**config.mk**
```make
export PLATFORM = sky130hd
export DESIGN_NAME = mftc_ram
export DESIGN_NICKNAME = d
export VERILOG_FILES = /design/src/rtl/mftc_ram.sv
export SDC_FILE = /design/constraint.sdc
export NUM_CORES = 1
export LEC_CHECK = 0
export BUFFER_PORTS_ARGS = -buffer_cell sky130_fd_sc_hd__buf_4
export CAP_MARGIN = 20
export CORE_MARGIN = 2
export CORE_UTILIZATION = 60
export CTS_BUF_LIST = sky130_fd_sc_hd__clkbuf_8
export DETAILED_ROUTE_END_ITERATION = 8
export PLACE_DENSITY = 0.79
export SYNTH_ARGS = -nofsm -noshare
export SYNTH_HDL_FRONTEND = slang
export SYNTH_SLANG_ARGS = --single-unit
```
**constraint.sdc**
```tcl
create_clock -name clk -period 2.5 [get_ports clk]
set_clock_uncertainty 0.05 [all_clocks]
set_input_delay 0.375 -clock clk [delete_from_list [all_inputs] [get_ports clk]]
set_output_delay 0.375 -clock clk [all_outputs]
set_load 0.05 [all_outputs]
```
**src/rtl/mftc_ram.sv**
```systemverilog
// generic simple dual-port ram, one write and one registered read port
// no package dependency
module mftc_ram #(
	parameter int WIDTH = 8,
	parameter int DEPTH = 16,
	localparam int AW = (DEPTH > 1) ? $clog2(DEPTH) : 1
) (
	input  logic             clk,
	input  logic             we,
	input  logic [AW-1:0]    waddr,
	input  logic [WIDTH-1:0] wdata,
	input  logic [AW-1:0]    raddr,
	output logic [WIDTH-1:0] rdata_q
);

	logic [WIDTH-1:0] mem [DEPTH];

	always_ff @(posedge clk) begin
		if (we) begin
			mem[waddr] <= wdata;
		end
		rdata_q <= mem[raddr];
	end

endmodule

```
==> impl_results.md <==
- Outcome: complete, no violations
- DP Worst Slack: 0.514 ns
- Drt first pass iters: 4
- Setup TNS: 0 ns
- Layout cell share with drive strength beyond 1: 31.3%
- H-tree levels: 4
- Routed vias: 2,433
- Clk root buf: clkbuf_8
- CP startpoint: raddr[0]
- Largest net degree at the start of global routing: 33
- Worst hold path class: input port to flip-flop
- CTS tree: yes
- Rel. slew slack: 47.9%
- Placed Instance Area: 0.00553 mm2
- Routed Antenna Nets: 0
- Commonest non-fill, non-tap cells in the layout: 128 x edfxtp_1, 42 x buf_4, 18 x mux4_2, 17 x clkbuf_8, 16 x a22oi_1
- Worst EP required: 2.76 ns
- Initial antenna violation count: 0
- Top-Level Pins: 26
- CTS buffer count: 17
- Tcrit/Tclk final: 61.2%
- Startpoint Class: input port
- Number of port buffers: 25
- Antenna diode count: 0
- Avg WL per Cell: 22.9 um
- First-pass GRT wire length: 14,100 um
- Final hold vios: 0
- Tot GR Track Use: 20.9%
- Dpl cells: 367
- Max-cap violations: 0
- Area delta synth->final: 14.4%
- Sequential-to-total area share from yosys stat: 77.8%
- # setup viols final: 0
- Core footprint: 0.00826 mm2
- Seq. cell area: 0.00400 mm2
- Least-Margin Pin Slew: 0.780 ns
- Final Worst Setup Slack: 0.970 ns
- Critical path class: input port to flip-flop
- Clock sink total: 136
- Die height: 96.6 um
- Total congestion overflow: 0
- # fillers: 506
- Post-synth cell types: 19
- Die area: 0.00934 mm2
- Synth Instances: 229
- Area occupied by multi-input gates: 0.00106 mm2
- FP Rows: 33
- Synthesized Nets: 247
- CP Capture Type: flip-flop
- Initial Util: 62.3%
- Reg2reg setup slack: 1.02 ns
- Post-cts resize count: 0
- Seq cells post-synth: 136
- CP max FO: 17
- Count of pins over their slew limit: 0
- Fmax: 654 MHz
- Hold path startpoint: wdata[2]
- DP HPWL: 5950 um
- Final Wtd Congestion: 0.787
- Layout Cells excl Fill: 399
- Post-layout min period: 1.53 ns
- Mapped Area: 0.00515 mm2
- Die W: 96.6 um
- Skew-Pair Late Insertion Delay: 0.42 ns
- Mean Syn Cell Area: 22.5 um2
- PD cells: 758 mW/mm2
- RR Startpoint: mem[1][0]
- Drt via density: 6.10
- Routed WL: 9130 um
- Hold-fix buffers, CTS: 0
- Peak supply drop: 0.000340 V
- Clock Path Buffers: 2
- Residual DRC: 0
- Setup Fix Bufs, Post-CTS: 0
- DR iter-0 viols: 156
- Final Instance Area: 0.00589 mm2
- Clock slew at reported path FFs: 0.08 ns
- Synth warn: 0
- Number of global-route vias before repair: 2,541
- RSZ-0062 raised after global routing: no
- Most common cell after layout, fill and taps aside: edfxtp_1
- Final layout net count: 299
- Arr. time, crit path: 1.79 ns
- Static Leak: 1.99 nW
[cell usage after synthesis, drive strengths merged]
cell	instances	area share (%)
edfxtp	128	75
mux4	32	15
a22oi	16	2.3
nor2	13	0.95
nand2	9	0.66
dfxtp	8	3.1
buf	7	1.1
nor3	4	0.39
clkdlybuf4s25	3	0.58
nand2b	2	0.24
nand3b	2	0.29
and2	1	0.12
and2b	1	0.15
nand3	1	0.097
nor2b	1	0.12
or3b	1	0.17
[cell type report]
cell class	count	area share (%)
clock buffers	17	3.97
repair buffers	43	5.69
multi-input cells	83	17.9
flip-flops and latches	136	68.0
well taps	105	2.23
clock inverters	15	2.19
[registers in the layout (all words and copies together), names as in the netlist]
register,cells
rdata_q,8
mem,128
[path summary, 6_finish.rpt]
kind,end,depth (start not counted)
setup / recovery,rdata_q[3],5
hold / removal,mem[13][2],1
hold reg to reg,rdata_q[0],3
setup reg to reg,rdata_q[0],3
[routing by layer]
metal / routed length (um) / share of wire, % / up-vias / GRT usage [%]
li1: - / - / 1075 / -
met2: 4710 / 52 / 118 / 33.3
met5: 0 / 0 / - / 0
met1: 3510 / 38 / 1222 / 28.0
met3: 724 / 7.9 / 18 / 5.85
met4: 184 / 2.0 / 0 / 8.23
[critical path: stages]
cell and delay, ns:
buf_4 0.27, buf_12 0.23, mux4_1 0.58, a22oi_1 0.24, nand2_1 0.07
[kinds of logic after synthesis]
kind of cell | count (synthesis) | synth area share [%]
AO/OA/AOI/OAI | 16 | 2.33
buffers and inverters | 10 | 1.68
flip-flops | 136 | 77.8
multiplexers | 32 | 15.0
AND/OR/NAND/NOR | 35 | 3.18
[report_power, final]
| part | switching, mW | total [mW] | internal [mW] | leakage, nW |
|---|---|---|---|---|
| clock | 0.826 | 1.61 | 0.784 | 0.170 |
| sequential | 0.0176 | 2.56 | 2.55 | 1.22 |
| combinational | 0.176 | 0.293 | 0.117 | 0.592 |
| total | 1.02 | 4.47 | 3.45 | 1.99 |
[stage by stage]
step	power [mW]	hold slack, ns	util, %
floorplan	2.79	0.424	-
global placement	2.90	0.603	66.9
detailed placement	2.91	0.620	66.9
CTS	4.50	0.173	71.3
global route	4.61	0.191	71.3
finish	4.47	0.194	71.3
Note: power is estimated with default switching activity, not from simulation.
