[config.mk]
export PLATFORM = sky130hd
export DESIGN_NAME = mftc_match
export DESIGN_NICKNAME = d
export VERILOG_FILES = /design/src/rtl/mftc_pkg.sv /design/src/rtl/mftc_match.sv
export SDC_FILE = /design/constraint.sdc
export NUM_CORES = 1
export LEC_CHECK = 0
export BUFFER_PORTS_ARGS = -buffer_cell sky130_fd_sc_hd__buf_4
export CORE_AREA = 2 2 240 242
export CTS_CLUSTER_SIZE = 25
export DETAILED_ROUTE_END_ITERATION = 8
export DIE_AREA = 0 0 242 244
export PLACE_DENSITY = 0.42
export SLEW_MARGIN = 25
export SYNTH_ARGS = -nofsm -noshare
export SYNTH_HDL_FRONTEND = slang
export SYNTH_SLANG_ARGS = --single-unit
[constraint.sdc]
create_clock -name clk -period 0.8 [get_ports clk]
set_input_delay 0.12 -clock clk [delete_from_list [all_inputs] [get_ports clk]]
set_output_delay 0.12 -clock clk [all_outputs]
set_load 0.005 [all_outputs]
[src/rtl/mftc_pkg.sv]
// shared types and constants for the masked flow trace counter table
// used by mftc_match, the top unit and the testbench; depends on nothing
package mftc_pkg;

	localparam int FILTERS  = 16;
	localparam int STATUSES = 26;

	localparam int SLOT_W   = (FILTERS > 1) ? $clog2(FILTERS) : 1;
	localparam int COUNT_W  = $clog2(FILTERS + 1);
	localparam int CTR_N    = FILTERS * STATUSES;
	localparam int CADDR_W  = (CTR_N > 1) ? $clog2(CTR_N) : 1;
	localparam int ZERO_W   = (STATUSES > 1) ? $clog2(STATUSES) : 1;
	localparam int STATUS_W = 5;
	localparam int MASK_W   = 10;

	typedef enum logic [1:0] {
		OP_TRACE = 2'd0,
		OP_ADD   = 2'd1,
		OP_CLEAR = 2'd2,
		OP_READ  = 2'd3
	} op_t;

	localparam logic [1:0] RES_DONE     = 2'd0;
	localparam logic [1:0] RES_EXISTS   = 2'd1;
	localparam logic [1:0] RES_FULL     = 2'd2;
	localparam logic [1:0] RES_NO_INDEX = 2'd3;

	typedef struct packed {
		op_t                 op;
		logic [STATUS_W-1:0] status;
		logic [7:0]          proto;
		logic [63:0]         src_ip_hi;
		logic [63:0]         src_ip_lo;
		logic [63:0]         dst_ip_hi;
		logic [63:0]         dst_ip_lo;
		logic [15:0]         src_port;
		logic [15:0]         dst_port;
		logic [3:0]          filter_index;
	} cmd_t;

	typedef struct packed {
		logic [1:0]  result_code;
		logic [4:0]  filters_in_use;
		logic [4:0]  matched_filters;
		logic [63:0] counter_value;
		logic [7:0]  rd_proto;
		logic [63:0] rd_src_ip_hi;
		logic [63:0] rd_src_ip_lo;
		logic [63:0] rd_dst_ip_hi;
		logic [63:0] rd_dst_ip_lo;
		logic [15:0] rd_src_port;
		logic [15:0] rd_dst_port;
	} rsp_t;

	// one filter slot as held in the key memory
	typedef struct packed {
		logic [7:0]        proto;
		logic [63:0]       src_hi;
		logic [63:0]       src_lo;
		logic [63:0]       dst_hi;
		logic [63:0]       dst_lo;
		logic [15:0]       src_port;
		logic [15:0]       dst_port;
		logic [MASK_W-1:0] mask;
	} key_entry_t;

	// counters of a slot are contiguous: slot * STATUSES + status
	function automatic logic [CADDR_W-1:0] ctr_addr(input logic [SLOT_W-1:0] slot,
			input logic [STATUS_W-1:0] st);
		return CADDR_W'(int'(slot) * STATUSES + int'(st));
	endfunction

endpackage

[src/rtl/mftc_match.sv]
// masked tuple compare stage: key memory output against the held request
// depends on mftc_pkg
module mftc_match (
	input  logic                        clk,
	input  logic                        arst_n,
	input  logic                        vld_s1,
	input  logic [mftc_pkg::SLOT_W-1:0] slot_s1,
	input  mftc_pkg::key_entry_t        entry_s1,
	input  mftc_pkg::cmd_t              query,
	output logic                        vld_s2,
	output logic                        hit_s2,
	output logic [mftc_pkg::SLOT_W-1:0] slot_s2
);
	import mftc_pkg::*;

	logic [MASK_W-1:0] m;
	logic              hit;

	assign m = entry_s1.mask;

	// protocol always compared, zero words and ports of the key are wildcards
	always_comb begin
		hit = (query.proto == entry_s1.proto)
			&& ((query.src_ip_hi & {{32{m[0]}}, {32{m[1]}}}) == entry_s1.src_hi)
			&& ((query.src_ip_lo & {{32{m[2]}}, {32{m[3]}}}) == entry_s1.src_lo)
			&& ((query.dst_ip_hi & {{32{m[4]}}, {32{m[5]}}}) == entry_s1.dst_hi)
			&& ((query.dst_ip_lo & {{32{m[6]}}, {32{m[7]}}}) == entry_s1.dst_lo)
			&& ((query.src_port & {16{m[8]}}) == entry_s1.src_port)
			&& ((query.dst_port & {16{m[9]}}) == entry_s1.dst_port);
	end

	always_ff @(posedge clk or negedge arst_n) begin
		if (!arst_n) begin
			vld_s2 <= 1'b0;
		end else begin
			vld_s2 <= vld_s1;
		end
	end

	always_ff @(posedge clk) begin
		hit_s2  <= hit;
		slot_s2 <= slot_s1;
	end

endmodule

==> results.txt, run 1 <==
- Of the cells placed in the final design, the portion with a size suffix greater than 1 is between 50% and 60%.
* Sequential cell area fraction in the yosys report: roughly 2.2%
* Count of vias placed by the detailed router: 10150
- STA puts the critical path data required time at between 0.9 and 1 ns.
- Top flip-flop cell by instance count after synthesis: sky130_fd_sc_hd__dfxtp_1
- Number of warnings issued by yosys: 0
- Cell internal power was estimated by the tool at 4.869 mW.
- The via count of the first global-routing pass is around 11000.
- Before antenna repair, the detailed router went through 5 iterations.
- The clock drives 6 sinks.
* Grt total ovfl: 0
* Largest area contributor in the netlist: sky130_fd_sc_hd__xnor2_1
* Part of the cycle the worst path needs: 273.4%
- Ys async rst share: 16.67%
- Counting every net in the synthesized netlist gives about 1500.
- RSZ-0062 raised after global routing: yes
- After detailed routing, the number of vias per cell comes to between 4 and 5.
* Die area: between 50000 and 60000 sq um
- Post-synth EDFFs: 0
- The checks that failed: setup timing.
- Yosys reg bits: 6
- Master cell of the clock root buffer: sky130_fd_sc_hd__clkbuf_16
- Sort of element at the end of the critical path: flop
- The total count of hold-check failures in the final report is 0.
* Run status: finished, violations left
* Sequential cell area: roughly 130 sq um
* Slew @ Worst Pin: between 0.7 and 0.8 ns
- TritonCTS built the clock tree.
* Sequential share of power: under 10%
- Floorplan core area: approximately 56000 sq um
- Overall track demand over capacity in global routing: between 15 and 20%
- Detailed-route DRC error count: 0
* Final Setup Violations: 3
- Number of clock buffers inserted by TritonCTS: 3
- The die is around 240 microns tall.
* Share of the synthesized area in the top cell type: 20.52%
- Netlist cell types: 51
- CTS built an H-tree with a depth of 1.
- In this run the post-CTS setup repair buffer count came out at 0.
* Most frequent standard cell in the layout excluding fill and tap cells: sky130_fd_sc_hd__buf_4
- Hold timing on the final database bottoms out at a slack of 0.1991 ns.
- Entering global routing, the biggest net connects 16 pins.
- In this run the remaining antenna-violating nets after routing total 0.
- The clock passes through at most 2 buffers.
- Sw frac: 39.45%
- After clock tree synthesis, the clock-pin slew on the worst setup and hold paths is roughly 0.050 ns.
- Summed over all nets, the switching power comes to between 3 and 4 mW.
- Port buffering added around 600 buffers.
- Power spread over the standard cell area amounts to between 600 and 700 nW/um^2.
* Type of the tightest min-delay check: in2async
- Summed over all cells, the static leakage comes to around 6 nW.
- Area of combinational cells with multiple inputs: 5535 sq um
- Max-Slew Margin vs Limit: 49.12%
- Maximum Capacitance Violations: 0
- Final estimated routing congestion in global placement: between 1 and 1.5
* Share of total power in combinational logic: 84.0%
- Setup slack after layout: -1.387 ns
- Highest achievable clock rate: around 0.46 GHz
- The first routing iteration left 430 violations.
- Initial core utilization: slightly above 10%
* Wire per inst: between 20 and 25 microns
* Num rows: 87
- Clock network fraction of design power: a little under an eighth
- In the layout the commonest cells are 800 x sky130_fd_sc_hd__buf_4, 177 x sky130_fd_sc_hd__nand2_1, 133 x sky130_fd_sc_hd__xnor2_1, 71 x sky130_fd_sc_hd__nor2_1, 55 x sky130_fd_sc_hd__o21ai_0.
* Critical setup path kind: in2reg
* Post-route insts no fill: 2449
- After synthesis, the mean cell area works out to 6.336 sq um.
- Synthesized instance count: roughly 900
- Num ports: 626
- Mapped cell area: between 5000 and 6000 sq um
* Layout filler cell count: approximately 6400
- In this run, placement finished with an instance count of ~2400.
- The design draws 8.042 mW.
- Cell types with the largest area share after synthesis: sky130_fd_sc_hd__xnor2_1 21%, sky130_fd_sc_hd__nand2_1 12%, sky130_fd_sc_hd__a22oi_1 6.7%
- Global-route wire length before repair: ~73000 microns
* Detailed-placement wirelength estimate: roughly 49000 microns
- Counting I/O delays and the setup requirement, the final critical path takes between 2 and 2.5 ns.
- Number of pins with negative max-slew slack in the final report: 0
* Total wirelength of the detailed-routed design: around 53000 microns
* X dimension of the die: about 240 microns
* Type of origin of the critical path: input pin
* Antenna violations before repair: 7
- Measured on the finished design, the core utilization comes to 23.40%.
- Net total in the final layout: 2312
* Area grow syn2layout: 131.5%
- Critical path peak fanout: 2
- VDD sags by at most around 0.56 mV.
* Data arrival time at the worst-slack endpoint: about 2.4 ns
==> cell usage after synthesis, types with 5 or more instances <==
master / instances
sky130_fd_sc_hd__a2111oi_0: 7
sky130_fd_sc_hd__nor4bb_1: 32
sky130_fd_sc_hd__xnor2_1: 133
sky130_fd_sc_hd__and3_1: 7
sky130_fd_sc_hd__inv_1: 27
sky130_fd_sc_hd__nor2_1: 72
sky130_fd_sc_hd__and3b_1: 5
sky130_fd_sc_hd__a22o_1: 7
sky130_fd_sc_hd__xor2_1: 33
sky130_fd_sc_hd__nand4_1: 18
sky130_fd_sc_hd__clkbuf_1: 30
sky130_fd_sc_hd__o22ai_1: 25
sky130_fd_sc_hd__o2bb2ai_1: 5
sky130_fd_sc_hd__nand2b_1: 6
sky130_fd_sc_hd__dfxtp_1: 5
sky130_fd_sc_hd__nor4_1: 25
sky130_fd_sc_hd__a21oi_1: 7
sky130_fd_sc_hd__o21ai_0: 56
sky130_fd_sc_hd__a22oi_1: 51
sky130_fd_sc_hd__nor2b_1: 6
sky130_fd_sc_hd__a211oi_1: 6
sky130_fd_sc_hd__or4_1: 8
sky130_fd_sc_hd__nand3_1: 32
sky130_fd_sc_hd__o31ai_1: 21
sky130_fd_sc_hd__a31o_2: 15
sky130_fd_sc_hd__nor3_1: 12
sky130_fd_sc_hd__o2111ai_1: 5
sky130_fd_sc_hd__nand2_1: 177
sky130_fd_sc_hd__a31o_1: 17
==> per-stage QoR <==
stage | instance area [sq um] | setup TNS [ns] | setup slack [ns]
after detailed placement | 12750 | -2.220 | -2.220
final | 13140 | -1.643 | -1.387
after CTS | 13020 | -1.847 | -1.545
after global placement | 12750 | -2.166 | -2.166
after global routing | 13140 | -1.863 | -1.552
after floorplan | 5694 | -1.226 | -1.226
==> routing by layer <==
metal	vias up	track usage, %	part of all wire [%]
li1	4921	-	-
met1	4698	19.46	40
met2	459	31.68	50
met3	63	4.028	6.9
met4	10	4.067	2.6
met5	-	0	0.11
==> worst max-delay path: stages <==
cell	delay [ns]
sky130_fd_sc_hd__buf_4	0.08
sky130_fd_sc_hd__inv_1	0.05
sky130_fd_sc_hd__buf_4	0.14
sky130_fd_sc_hd__a222oi_1	0.59
sky130_fd_sc_hd__buf_4	0.25
sky130_fd_sc_hd__nor4b_4	0.21
sky130_fd_sc_hd__nand4_1	0.11
sky130_fd_sc_hd__buf_4	0.16
sky130_fd_sc_hd__nor4_2	0.20
sky130_fd_sc_hd__nand4b_1	0.15
sky130_fd_sc_hd__nor4_2	0.28
==> cell type report <==
type	instances	area share, %
Antenna cell	2	0.03808
Clock buffer	4	0.5998
Inverter	27	0.7711
Multi-Input combinational cell	830	42.12
Sequential cell	6	0.9806
Tap cell	756	7.197
Timing Repair Buffer	824	48.30
==> logic make-up after synthesis <==
group	Yosys count	synth area share, %
and+or+nand+nor	412	36.74
buffers and inverters	60	3.967
AOI/OAI and AO/OA	252	31.47
xor gates and xnor gates	166	25.61
DFF	6	2.204
==> flip-flops by register name, summed over array words and instances (netlist names) <==
signal	count
vld_s2	1
hit_s2	1
slot_s2	4
==> worst max-delay path by stage <==
stage             end  slack (ns)     startpoint  cells past startpoint
2_1_floorplan  hit_s2       -1.23  entry_s1[116]                      7
3_3_place_gp   hit_s2       -2.17    entry_s1[7]                     11
3_5_place_dp   hit_s2       -2.22    entry_s1[7]                     11
4_1_cts        hit_s2       -1.55     query[193]                     11
5_1_grt        hit_s2       -1.55    entry_s1[3]                     11
6_report       hit_s2       -1.39     query[193]                     11
==> repair_timing <==
action | CTS | global route
hold endpoints to repair | 6 | 0
gates resized for setup | 29 | 22
endpoints found under the setup margin | 6 | 5
hold buffers | 6 | 0
pin swaps | 4 | 5
==> power by group through the flow <==
stage               combinational, mW  clock, mW  sequential [mW]
global route                     7.29       1.01            0.323
floorplan                        2.05          0            0.325
finish                           6.75      0.968            0.322
CTS                              6.77       1.00            0.322
global placement                 6.54          0            0.323
detailed placement               6.64          0            0.324
Note: power is estimated with default switching activity, not from simulation.
==> inputs of run 2 (changes only) <==
PLACE_DENSITY = 0.41   (was 0.42)
clock period = 2.15 ns   (was 0.8 ns; I/O delays follow)
==> results.txt, run 2 (synthesized netlist as in run 1, its figures left out) <==
- Grt total ovfl: 0 (unchanged)
* Final estimated routing congestion in global placement: 0.9141 (-11%)
- The number of buffers created by CTS came to 3 (unchanged).
- Sink count of the clock tree: 6 (unchanged)
- The total I/O pin count was 626 (unchanged).
* Slew @ Worst Pin: 0.5995 ns (-0.1567 ns)
* Global-route wire length before repair: 71350 microns (-1.6%)
- Sort of element at the end of the critical path: flop
- Commonest cells after routing, fill and taps aside: 776 x sky130_fd_sc_hd__buf_4, 176 x sky130_fd_sc_hd__nand2_1, 133 x sky130_fd_sc_hd__xnor2_1, 71 x sky130_fd_sc_hd__nor2_1, 56 x sky130_fd_sc_hd__o21ai_0
- The average via count per standard cell is 4.088 (-1.4%).
- Antenna Nets Post-Route: 0 (unchanged)
- The area of the core was 56170 sq um (unchanged).
- The final routed wire length divided by cell count was 22.02 microns (+1.1%).
- Detailed-placement wirelength estimate: 47830 microns (-2.7%)
* Most frequent standard cell in the layout excluding fill and tap cells: sky130_fd_sc_hd__buf_4
- The setup-violating endpoint count in the final report is 1 (-2).
- The overall routed net length was 53420 microns (+0.16%).
- Hold Path Origin: slot_s1[1]
- Timing would allow up to 0.4151 GHz.
- The final reports fail on setup timing.
- Max-Slew Margin vs Limit: 59.72% (+11 points)
- Type of the tightest min-delay check: in2reg
* Run status: finished, violations left
- The required time of the critical path came to 2.31 ns (+1.35 ns).
* Post-route minimum period: 2.409 ns
- The total power density per cell area was 230.5 nW/um^2 (-62%).
- Critical path startpoint: entry_s1[116]
- The flip-flop count of the largest register after layout came to 4 (unchanged).
- Die area: 59050 sq um (unchanged)
- Master cell of the clock root buffer: sky130_fd_sc_hd__clkbuf_16
- Ranked by flip-flop count, first place goes to slot_s2.
- Layout Utilization: 23.17% (-0.23 points)
- Leading registers by flop count: slot_s2 x4, hit_s2 x1, vld_s2 x1
- Minimum hold slack: 0.1781 ns (-0.02100 ns)
* Maximum Capacitance Violations: 0 (unchanged)
- # port buffers: 614 (unchanged)
- Detailed-route DRC error count: 0 (unchanged)
* Overall track demand over capacity in global routing: 16.76% (-0.25 points)
- Clock Path Buffers: 2 (unchanged)
* Number of DRC markers after the initial detailed-route iteration: 356 (-17%)
- Data arrival time at the worst-slack endpoint: 2.57 ns (+0.22 ns)
- Setup slack after layout: -0.2592 ns (+1.128 ns)
- Layout filler cell count: 6318 (-2.0%)
* Hold violation count in the final report: 0 (unchanged)
- Critical path peak fanout: 2 (unchanged)
- Total negative setup slack: -0.2592 ns (+1.384 ns)
- Leakage power of the design: 5.901 nW (-1.3%)
- Critical setup path kind: in2reg
* Largest net degree at the start of global routing: 27 (+11)
* RSZ-0062 raised after global routing: yes
- The fraction of layout instances using a drive strength above 1 was 50.78% (-0.85 points).
- Clock-pin transition on the worst setup and hold timing paths: 0.05 ns (about the same)
* Net total in the final layout: 2287 (-1.1%)
- DRT Pass-1 Iters: 5 (unchanged)
* Part of the cycle the worst path needs: 112.1%
- X dimension of the die: 242 microns (unchanged)
* Number of pins with negative max-slew slack in the final report: 0 (unchanged)
- CTS tree: done
- Following the worst setup path forward leads to its endpoint at hit_s2.
* Vias in the first global route: 10420 (-1.5%)
- Die Height: 244 microns (unchanged)
- Antenna violations before repair: 9 (+2)
* Num rows: 87 (unchanged)
- From synthesis to final layout, the design area changed by 129.3%.
- Count of vias placed by the detailed router: 9917 (-2.3%)
- Worst VDD drop: 0.2098 mV (-62%)
- Initial core utilization: 10.11% (unchanged)
* Type of origin of the critical path: input pin
- The number of H-tree levels came to 1 (unchanged).
[run 2: repair_timing]
item                       4_1_cts  5_1_grt
pin swaps                        5        7
setup endpoints to repair        1        1
cloned                           0        2
setup buffers                    0        6
hold endpoints to repair         1        0
hold buffers                     1        0
resized for setup               26       15
[run 2: per-layer routing]
layer,wire (microns),vias to the layer above,track usage (%)
li1,-,4880,-
met1,21960,4527,19.53
met2,26520,466,30.70
met3,3661,44,3.907
met4,1277,0,4.248
met5,0,-,0
[run 2: worst max-delay path: stages]
cell                       delay (ns)
sky130_fd_sc_hd__buf_4           0.11
sky130_fd_sc_hd__nor2b_1         0.12
sky130_fd_sc_hd__a2111o_1        0.42
sky130_fd_sc_hd__or4_1           0.50
sky130_fd_sc_hd__or4_4           0.44
sky130_fd_sc_hd__nor4_4          0.31
sky130_fd_sc_hd__nand4_1         0.17
sky130_fd_sc_hd__nor4_2          0.17
[run 2: worst min path at each step]
| stage | end | slack [ns] | cells after the start |
|---|---|---|---|
| global placement | vld_s2 | 0.10 | 1 |
| floorplan | vld_s2 | 0.03 | 0 |
| CTS | slot_s2[1] | 0.18 | 1 |
| finish | slot_s2[1] | 0.18 | 1 |
| detailed placement | vld_s2 | 0.10 | 1 |
| global route | slot_s2[1] | 0.17 | 1 |
[run 2: where the power goes]
group          switching [mW]  total (mW)  internal, mW
Clock                   0.101       0.351         0.250
Sequential            0.00119       0.118         0.117
Combinational            1.09        2.53          1.44
[run 2: metrics by stage]
step | setup WS [ns] | total power [mW] | instances | cell area (sq um)
after detailed placement | -0.8382 | 2.596 | 2409 | 12590
after global routing | -0.3517 | 3.220 | 2424 | 13010
after floorplan | -0.07864 | 0.8828 | 896 | 5694
final | -0.2592 | 3.000 | 2426 | 13020
after CTS | -0.2834 | 2.995 | 2414 | 12820
after global placement | -1.272 | 2.564 | 2409 | 12590
[run 2: area by class of cell]
type | count | area (sq um) | area share, %
Antenna cell | 4 | 10.01 | 0.07691
Clock buffer | 4 | 78.83 | 0.6057
Inverter | 27 | 101.3 | 0.7787
Multi-Input combinational cell | 830 | 5504 | 42.29
Sequential cell | 6 | 125.1 | 0.9614
Tap cell | 756 | 945.9 | 7.268
Timing Repair Buffer | 799 | 6250 | 48.02
==> inputs of run 3 (changes only) <==
PLACE_DENSITY = 0.42   (was 0.41)
clock period = 2.17 ns   (was 2.15 ns; I/O delays follow)
==> results.txt, run 3 (synthesized netlist as in run 1, its figures left out) <==
- The flow ran to the end, but the final reports show violations.
* Failing checks: setup timing
* Part of the cycle the worst path needs: 112.4%
- The clock power share came to 12.0% (+0.3 points).
- Global-route wire length before repair: 71850 microns (+0.70%)
- The number of optimization iterations in the first detailed-route pass is 5 (unchanged).
* Sort of element at the end of the critical path: flop
- Detailed-placement wirelength estimate: 48470 microns (+1.3%)
* Largest net degree at the start of global routing: 21 (-22%)
- The number of placed instances, taps included was 2401 (-0.33%).
- The number of I/O port buffers was 614 (unchanged).
- The number of nets still failing antenna checks after routing was 0 (unchanged).
- The worst hold slack came to 0.1844 ns (+0.006323 ns).
- Total wirelength of the detailed-routed design: 53040 microns (-0.72%)
- Max-Slew Margin vs Limit: 57.36% (-2.4 points)
- The worst setup path is launched from an input pin.
* Hold violation count in the final report: 0 (unchanged)
* Placement-stage worst setup slack: -0.9797 ns (-0.1415 ns)
- Setup repair after global routing could not meet its margin everywhere.
- Count of vias placed by the detailed router: 10060 (+1.4%)
- Number of flip-flops under the largest register name: 4 (unchanged)
* Num ports: 626 (unchanged)
- The library cell used most frequently in the layout, excluding fill and tap cells, is sky130_fd_sc_hd__buf_4.
- Setup slack after layout: -0.2694 ns (-0.01022 ns)
- Final Setup Violations: 1 (unchanged)
- Derived from the worst setup path, the maximum achievable clock frequency is roughly 0.4 GHz.
- The number of buffers created by CTS is 3 (unchanged).
- The critical path is of the in2reg type.
- Net total in the final layout: 2271 (-0.70%)
* Vias in the first global route: 10620 (+1.9%)
- The internal portion of total power came to 1.749 mW (-3.0%).
- The hold path depth was 1 (unchanged).
- Clock Path Buffers: 2 (unchanged)
- The relative contribution of combinational cells to total power came to 84.0% (-0.4 points).
* Endpoint of the worst hold path: slot_s2[0]
- Worst VDD drop: 0.1684 mV (-20%)
- The relative contribution of sequential cells to total power came to 4.0% (about the same).
- The total power consumption of the routed design was 2.906 mW (-3.1%).
- Wire per inst: 22.02 microns (about the same)
- H-tree Lvls: 1 (unchanged)
- The final core utilization came to 22.81% (-0.36 points).
- The width of the die was 242 microns (unchanged).
- The final estimated routing congestion in global placement was 1.055 (+15%).
- The data arrival time of the critical path was 2.59 ns (+0.02 ns).
* Sw frac: 39.81% (-0.089 points)
* Maximum Capacitance Violations: 0 (unchanged)
* Post-route insts no fill: 2409 (-0.70%)
- Leading registers by flop count: slot_s2 x4, hit_s2 x1, vld_s2 x1
- The area of the core is 56170 sq um (unchanged).
- The total cell area at the placement stage is 12470 sq um (-0.96%).
* Detailed-route DRC error count: 0 (unchanged)
- TritonCTS built the clock tree.
- Grt total ovfl: 0 (unchanged)
- Leakage power of the design: 5.777 nW (-2.1%)
- The worst-path maximum fanout came to 2 (unchanged).
* Overall track demand over capacity in global routing: 16.87% (+0.11 points)
* Total power per unit cell area: 226.8 nW/um^2 (-1.6%)
* Vias per cell: 4.174 (+2.1%)
* Type of the tightest min-delay check: in2reg
- The number of standard-cell rows in the floorplan is 87 (unchanged).
- Count of buffers added by post-CTS timing repair for setup: 0 (unchanged)
- Die Height: 244 microns (unchanged)
- The total die area is 59050 sq um (unchanged).
- Hold Path Origin: slot_s1[0]
- The initial DRC count came to 409 (+15%).
* Post-route minimum period: between 2 and 2.5 ns
- Fraction of layout cells with a size suffix above 1: 50.48% (-0.30 points)
- Total negative setup slack: -0.2694 ns (-0.01022 ns)
- The transition time of the tightest slew-check pin came to 0.6396 ns (+0.04010 ns).
- The starting density of the core is 10.11% (unchanged).
- In this run the clock root is driven by a sky130_fd_sc_hd__clkbuf_16.
- The number of sinks driven by the clock tree came to 6 (unchanged).
* Area grow syn2layout: 125.7%
* Required @ worst endpoint: 2.32 ns (about the same)
- The max-slew violation total from the final report is 0 (unchanged).
- Antenna violations before repair: 9 (unchanged)
- Biggest register: slot_s2
* Clock-pin transition on the worst setup and hold timing paths: 0.05 ns (about the same)
- Post-layout instance area: 12810 sq um (-1.5%)
- The power spent charging and discharging nets was 1.157 mW (-3.4%).
- Commonest cells after routing, fill and taps aside: 769 x sky130_fd_sc_hd__buf_4, 177 x sky130_fd_sc_hd__nand2_1, 133 x sky130_fd_sc_hd__xnor2_1, 71 x sky130_fd_sc_hd__nor2_1, 55 x sky130_fd_sc_hd__o21ai_0
-- run 3: worst max-delay path: stages --
cell,delay [ns]
sky130_fd_sc_hd__buf_4,0.08
sky130_fd_sc_hd__nand2b_1,0.19
sky130_fd_sc_hd__nand4_1,0.16
sky130_fd_sc_hd__or4_1,0.59
sky130_fd_sc_hd__or4_4,0.56
sky130_fd_sc_hd__nor4_2,0.16
sky130_fd_sc_hd__buf_4,0.14
sky130_fd_sc_hd__nand4b_1,0.10
sky130_fd_sc_hd__nor4_2,0.29
-- run 3: timing repair --
item,CTS,global route
endpoints found under the hold margin,1,0
gates resized for setup,31,16
pin swaps,6,4
hold buffers,1,0
setup endpoints to repair,1,1
-- run 3: worst max-delay path by stage --
stage / start / end / slack, ns / cells after the start
finish: query[285] / hit_s2 / -0.27 / 9
global route: entry_s1[3] / hit_s2 / -0.36 / 11
detailed placement: entry_s1[7] / hit_s2 / -0.98 / 11
global placement: query[193] / hit_s2 / -0.95 / 11
CTS: entry_s1[195] / hit_s2 / -0.32 / 10
floorplan: entry_s1[116] / hit_s2 / -0.06 / 7
-- run 3: final cells by class --
cell class                      count  area (sq um)
Multi-Input combinational cell    830          5543
Clock buffer                        4         78.83
Timing Repair Buffer              783          6012
Tap cell                          756         945.9
Sequential cell                     6         125.1
Antenna cell                        3         7.507
Inverter                           27         101.3
Fill cell                        6433         43360
-- run 3: power by group through the flow --
| stage | clock (mW) | sequential (mW) | combinational (mW) |
|---|---|---|---|
| final | 0.348 | 0.117 | 2.44 |
| after global routing | 0.377 | 0.117 | 2.63 |
| after floorplan | 0 | 0.120 | 0.755 |
| after detailed placement | 0 | 0.119 | 2.40 |
| after global placement | 0 | 0.119 | 2.36 |
| after CTS | 0.372 | 0.117 | 2.45 |
-- run 3: per-layer routing --
metal	share of wire, %	vias up	track usage, %
met5	0.11	-	0
met4	3.1	8	5.138
met3	7.3	70	4.192
met2	50	472	30.95
met1	40	4667	19.14
li1	-	4838	-
